$ cat src/design/bhi_pkg.sv
// ----------------------------------------------------------------------------
// bhi_pkg - shared types and microcode for the heap insert block
// Item and result beats, status codes and the control store of the
// step sequencer that runs inserts and reads.
// ----------------------------------------------------------------------------
package bhi_pkg;

    typedef enum logic {
        OP_INSERT = 1'b0,
        OP_READ   = 1'b1
    } t_op;

    typedef enum logic [1:0] {
        ST_OK    = 2'd0,
        ST_FULL  = 2'd1,
        ST_RANGE = 2'd2
    } t_status;

    typedef struct packed {
        t_op                op;
        logic signed [31:0] data_value;
        logic        [7:0]  read_index;
    } t_item;

    typedef struct packed {
        logic signed [31:0] entry_value;
        logic signed [31:0] root_value;
        logic        [8:0]  entry_count;
        t_status            status;
    } t_result;

    // control store addresses
    typedef enum logic [3:0] {
        S_WAIT     = 4'd0,
        S_DISPATCH = 4'd1,
        S_CHKFULL  = 4'd2,
        S_LOOP     = 4'd3,
        S_CMP      = 4'd4,
        S_MOVE     = 4'd5,
        S_PLACE    = 4'd6,
        S_EMIT     = 4'd7,
        S_FULL     = 4'd8,
        S_RD       = 4'd9,
        S_RDWAIT   = 4'd10,
        S_BADIDX   = 4'd11
    } t_step;

    // jump conditions
    typedef enum logic [3:0] {
        C_NEVER,
        C_ALWAYS,
        C_NO_BEAT,
        C_IS_READ,
        C_FULL,
        C_POS_ZERO,
        C_NOT_ABOVE,
        C_OUT_BUSY,
        C_BAD_IDX
    } t_cond;

    // memory read address select
    typedef enum logic [1:0] {
        RS_NONE,
        RS_PARENT,
        RS_INDEX
    } t_rsel;

    // datapath operation
    typedef enum logic [2:0] {
        DP_NONE,
        DP_MOVE,
        DP_PLACE,
        DP_FULL,
        DP_GRAB,
        DP_BAD,
        DP_EMIT
    } t_dop;

    typedef struct packed {
        t_cond cond;
        t_step target;
        logic  fin;
        logic  take;
        t_rsel rsel;
        t_dop  dop;
    } t_uword;

    typedef struct packed {
        logic beat;
        logic is_read;
        logic full;
        logic pos_zero;
        logic not_above;
        logic out_busy;
        logic bad_idx;
    } t_flags;

    function automatic t_uword ucode(input t_step step);
        t_uword w;
        w = '{cond: C_NEVER, target: S_WAIT, fin: 1'b0, take: 1'b0,
              rsel: RS_NONE, dop: DP_NONE};
        case (step)
            S_WAIT: begin
                w.cond   = C_NO_BEAT;
                w.target = S_WAIT;
                w.take   = 1'b1;
            end
            S_DISPATCH: begin
                w.cond   = C_IS_READ;
                w.target = S_RD;
            end
            S_CHKFULL: begin
                w.cond   = C_FULL;
                w.target = S_FULL;
            end
            S_LOOP: begin
                w.cond   = C_POS_ZERO;
                w.target = S_PLACE;
                w.rsel   = RS_PARENT;
            end
            S_CMP: begin
                w.cond   = C_NOT_ABOVE;
                w.target = S_PLACE;
            end
            S_MOVE: begin
                w.cond   = C_ALWAYS;
                w.target = S_LOOP;
                w.dop    = DP_MOVE;
            end
            S_PLACE: begin
                w.dop    = DP_PLACE;
            end
            S_EMIT: begin
                w.cond   = C_OUT_BUSY;
                w.target = S_EMIT;
                w.fin    = 1'b1;
                w.dop    = DP_EMIT;
            end
            S_FULL: begin
                w.cond   = C_ALWAYS;
                w.target = S_EMIT;
                w.dop    = DP_FULL;
            end
            S_RD: begin
                w.cond   = C_BAD_IDX;
                w.target = S_BADIDX;
                w.rsel   = RS_INDEX;
            end
            S_RDWAIT: begin
                w.cond   = C_ALWAYS;
                w.target = S_EMIT;
                w.dop    = DP_GRAB;
            end
            S_BADIDX: begin
                w.cond   = C_ALWAYS;
                w.target = S_EMIT;
                w.dop    = DP_BAD;
            end
            default: begin
                w.cond   = C_ALWAYS;
                w.target = S_WAIT;
            end
        endcase
        return w;
    endfunction

endpackage

$ cat src/design/bhi_useq.sv
// ----------------------------------------------------------------------------
// bhi_useq - step sequencer
// Step counter over the control store with conditional jumps.
// ----------------------------------------------------------------------------
module bhi_useq (
    input  logic            i_clk,
    input  logic            i_rst_n,
    input  bhi_pkg::t_flags i_flags,
    output bhi_pkg::t_uword o_uword
);

    bhi_pkg::t_step  r_step;
    bhi_pkg::t_step  n_step;
    bhi_pkg::t_uword w;
    logic            taken;

    // control word for the current step
    always_comb begin
        w = bhi_pkg::ucode(r_step);
    end

    assign o_uword = w;

    // jump condition and next step
    always_comb begin
        case (w.cond)
            bhi_pkg::C_NEVER:     taken = 1'b0;
            bhi_pkg::C_ALWAYS:    taken = 1'b1;
            bhi_pkg::C_NO_BEAT:   taken = ~i_flags.beat;
            bhi_pkg::C_IS_READ:   taken = i_flags.is_read;
            bhi_pkg::C_FULL:      taken = i_flags.full;
            bhi_pkg::C_POS_ZERO:  taken = i_flags.pos_zero;
            bhi_pkg::C_NOT_ABOVE: taken = i_flags.not_above;
            bhi_pkg::C_OUT_BUSY:  taken = i_flags.out_busy;
            bhi_pkg::C_BAD_IDX:   taken = i_flags.bad_idx;
            default:              taken = 1'b1;
        endcase
        if (taken) begin
            n_step = w.target;
        end else if (w.fin) begin
            n_step = bhi_pkg::S_WAIT;
        end else begin
            n_step = bhi_pkg::t_step'(4'(r_step) + 4'd1);
        end
    end

    always_ff @(posedge i_clk) begin
        if (!i_rst_n) begin
            r_step <= bhi_pkg::S_WAIT;
        end else begin
            r_step <= n_step;
        end
    end

endmodule

$ cat config.mk
export PLATFORM = sky130hd
export DESIGN_NAME = bhi_useq
export DESIGN_NICKNAME = d
export VERILOG_FILES = /design/src/design/bhi_pkg.sv /design/src/design/bhi_useq.sv
export SDC_FILE = /design/constraint.sdc
export NUM_CORES = 1
export LEC_CHECK = 0
export ABC_AREA = 1
export BUFFER_PORTS_ARGS = -buffer_cell sky130_fd_sc_hd__buf_2
export CORE_MARGIN = 1.5
export CORE_UTILIZATION = 45
export CTS_CLUSTER_SIZE = 30
export DETAILED_ROUTE_END_ITERATION = 7
export HOLD_SLACK_MARGIN = 0.08
export PLACE_DENSITY = 0.73
export SETUP_SLACK_MARGIN = 0.4
export SYNTH_ARGS = -nofsm -noshare
export SYNTH_HDL_FRONTEND = slang
export SYNTH_SLANG_ARGS = --single-unit
$ cat constraint.sdc
create_clock -name i_clk -period 2.5 [get_ports i_clk]
set_clock_uncertainty 0.15 [all_clocks]
set_input_delay 0.5 -clock i_clk [delete_from_list [all_inputs] [get_ports i_clk]]
set_output_delay 0.5 -clock i_clk [all_outputs]
set_load 0.03 [all_outputs]
==> results.sh, run 1 <==
export IMPL_status="did not finish"
export IMPL_stop_stage="5_1_grt"
export IMPL_tool_error="[ERROR DPL-0038] Utilization greater than 100%, impossible to legalize"
export IMPL_hpwl_um=1280
export IMPL_clk_path_buf_depth=2
export IMPL_ios=24
export IMPL_htreeDepth=1
export IMPL_cts_root_buffer="clkbuf_4"
export IMPL_yosysSeqAreaShare_pct=11.6
export IMPL_io_buffers=23
export IMPL_cts_made_buffers=3
export IMPL_rows=13
export IMPL_synthesis_nets=124
export IMPL_hold_buffers=0
export IMPL_worst_endpoint_kind="primary output"
export IMPL_post_synth_cell_area_avg_um2=6.23
export IMPL_yosysWarnings=0
export IMPL_netlist_area_um2=692
export IMPL_synth_distinct_cells=26
export IMPL_synth_cells=111
export IMPL_start_util_pct=50.6
export IMPL_die_y_um=42.2
export IMPL_clkSinkCount=4
export IMPL_die_x_um=42.2
export IMPL_worstEndpointGrtRepair="o_uword[8]"
export IMPL_ys_ff_latch=4
export IMPL_grt_max_degree=9
export IMPL_globalplace_congestion=0.843
==> Yosys cell counts, drive strengths merged <==
| master | n | share of area (%) |
|---|---|---|
| buf | 2 | 3.3 |
| o211ai | 2 | 2.2 |
| nand2 | 30 | 20 |
| nand4 | 2 | 1.8 |
| nor2 | 17 | 16 |
| dfxtp | 4 | 12 |
| o21ai | 5 | 4.2 |
| or2 | 1 | 0.90 |
| clkinv | 1 | 0.54 |
| xnor2 | 1 | 1.3 |
| nand3 | 18 | 15 |
| ha | 4 | 7.2 |
| inv | 18 | 11 |
| a21oi | 5 | 3.6 |
| nor3 | 1 | 0.72 |
==> logic make-up after synthesis <==
family          share of synthesized area [%]
compound gates                           9.94
xor+xnor                                 1.27
buf+inv                                  15.0
flops                                    11.6
fa+ha+maj                                7.23
simple gates                             55.0
==> metrics by stage <==
step	setup WS (ps)	cells	hold WS [ps]	utilization (%)	instance area, um2
floorplan	411	111	471	-	692
global placement	368	148	546	59.3	811
CTS	267	169	354	82.1	1120
detailed placement	292	148	560	59.3	811
==> timing repair <==
item / CTS
resized for setup: 39
pin swaps: 13
setup buffers: 18
endpoints found under the setup margin: 10
==> run 2, diff against run 1 <==
Settings changed: CORE_AREA set to 2 2 63 65, CORE_MARGIN 1.5 to not set, CORE_UTILIZATION 45 to not set, CTS_CLUSTER_SIZE 30 to not set, DIE_AREA set to 0 0 65 67, HOLD_SLACK_MARGIN 0.08 to not set, PLACE_DENSITY 0.73 to not set, PLACE_DENSITY_LB_ADDON set to 0.15, SETUP_SLACK_MARGIN 0.4 to not set.
==> results.sh, run 2 <==
export IMPL_fp_coreArea_um2=3610
export IMPL_fin_setup_tns_ps=0
export IMPL_grt_pass1_wl_um=3360
export IMPL_cts_made_buffers=3
export IMPL_synth_cells=111
export IMPL_clkSinkCount=4
export IMPL_rows=22
export IMPL_wl_per_cell_um=10.5
export IMPL_rsz0062_at_grt="no"
export IMPL_first_global_vias=762
export IMPL_ys_ff_latch=4
export IMPL_top_register="r_step"
export IMPL_worstPathMaxFanout=7
export IMPL_hp_class="in -> reg"
export IMPL_final_nets=152
export IMPL_clk_latency_ps=210
export IMPL_synth_top_area_cell="nand2_1"
export IMPL_worstMarginPinSlew_ps=497
export IMPL_viasPerCell=4.08
export IMPL_drc=0
export IMPL_ant_nets=0
export IMPL_htreeDepth=1
export IMPL_ios=24
export IMPL_grt_max_degree=9
export IMPL_async_reset_ff_share_pct=0
export IMPL_antenna_cells=0
export IMPL_cts_root_buffer="clkbuf_8"
export IMPL_utilization_pct=25.8
export IMPL_synth_distinct_cells=26
export IMPL_yosysWarnings=0
export IMPL_synth_edf_count=0
export IMPL_path_class="reg -> out"
export IMPL_synth_most_common_cell="nand2_1"
export IMPL_cp_required_ps=1850
export IMPL_final_cell_mix="24 x nand2_1, 22 x buf_2, 13 x inv_1, 13 x nand3_1, 12 x nor2_1"
export IMPL_synth_top_area_share_pct=13.0
export IMPL_yosysSeqAreaShare_pct=11.6
export IMPL_timing_hold_ws_ps=400
export IMPL_drv_slew=0
export IMPL_drt_pre_antenna_iters=4
export IMPL_status="finished, final reports clean"
export IMPL_start_util_pct=19.2
export IMPL_cp_start_kind="flip-flop"
export IMPL_r2r_slack_ps=460
export IMPL_hpwl_um=1670
export IMPL_clk_pin_slew_ps=30
export IMPL_synthesis_nets=124
export IMPL_period_minus_slack_ps=2360
export IMPL_io_buffers=23
export IMPL_yosys_top_cells_count="24 x nand2_1, 15 x nand3_1, 14 x inv_1"
export IMPL_maxCapViolCount=0
export IMPL_wirelength_um=1940
export IMPL_globalplace_congestion=0.830
export IMPL_drive_gt1_share_pct=40.9
export IMPL_post_synth_cell_area_avg_um2=6.23
export IMPL_synth_area_leaders="nand2_1 13%, dfxtp_1 12%, nand3_1 11%"
export IMPL_max_slew_margin_pct=66.8
export IMPL_die_x_um=65
export IMPL_clk_path_buf_depth=2
export IMPL_fmax_mhz=423
export IMPL_period_share_pct=94.5
export IMPL_area_delta_synth_final_pct=34.4
export IMPL_netlist_area_um2=692
export IMPL_drt_iter0_drc=32
export IMPL_grtUsageTotal_pct=9.88
export IMPL_dieArea_um2=4360
export IMPL_arrival_ps=1710
export IMPL_cts_tree="yes"
export IMPL_cts_setup_buffers=0
export IMPL_reg_largest_list="r_step: 4 flops"
export IMPL_largest_reg_flops=4
export IMPL_synth_ff_type="dfxtp_1"
export IMPL_die_y_um=67
export IMPL_cp_end_kind="output pin"
export IMPL_final_common_cell="nand2_1"
export IMPL_grt_antenna_before_repair=0
export IMPL_vias=754
export IMPL_grt_overflow=0
export IMPL_setup_viol=0
export IMPL_final_hold_viol_count=0
export IMPL_fillCellCount=422
==> run 2: critical path, cell delays in order (launching register included) <==
cell and delay (ps):
dfxtp_1 620, nor2_4 110, nand2_1 130, nand4_1 160, a21oi_2 200, nand3_2 100, buf_4 180
==> run 2: kinds of logic after synthesis <==
group / Yosys count / synth area share [%]
compound gates: 12 / 9.94
xor+xnor: 1 / 1.27
fa+ha+maj: 4 / 7.23
buf+inv: 21 / 15.0
flops: 4 / 11.6
simple gates: 69 / 55.0
==> run 2: final cells by class <==
cell class	count	area [um2]	area share, %
clock buffers	3	41.3	4.44
inverters	19	81.3	8.75
multi-input cells	86	533	57.3
flip-flops and latches	4	81.3	8.75
well taps	48	60.1	6.46
repair buffers	25	133	14.3
==> run 2: layer usage <==
metal / GRT usage, % / part of all wire, % / routed length [um] / vias up
met5: 0 / 0 / 0 / -
met3: 2.70 / 5.2 / 101 / 0
met1: 11.7 / 45 / 872 / 328
met2: 17.7 / 50 / 970 / 20
li1: - / - / - / 406
met4: 2.13 / 0 / 0 / 0
==> run 2: worst paths after layout <==
path,from,to,cells past startpoint
hold / removal,i_rst_n,r_step[2]$_SDFF_PN0_,3
setup reg to reg,r_step[1]$_SDFF_PN0_,r_step[0]$_SDFF_PN0_,10
setup / recovery,r_step[2]$_SDFF_PN0_,o_uword[8],6
hold reg to reg,r_step[0]$_SDFF_PN0_,r_step[0]$_SDFF_PN0_,5
==> run 2: timing repair <==
| item | in CTS | in global routing |
|---|---|---|
| hold buffers | 0 | 0 |
| endpoints found under the setup margin | 1 | 3 |
| gates resized for setup | 1 | 10 |
| endpoints found under the hold margin | 0 | 0 |
==> run 2: stage by stage <==
step | cells | setup slack (ps) | instance area [um2]
2_1_floorplan | 111 | 411 | 692
3_3_place_gp | 182 | 198 | 860
3_5_place_dp | 182 | 188 | 860
4_1_cts | 185 | 19.5 | 905
5_1_grt | 185 | 26.6 | 930
6_report | 185 | 138 | 930
Power of run 2 is left out: the tool's default activity adds up to more than one toggle a clock period on the data nets, which glitch-free logic cannot reach.
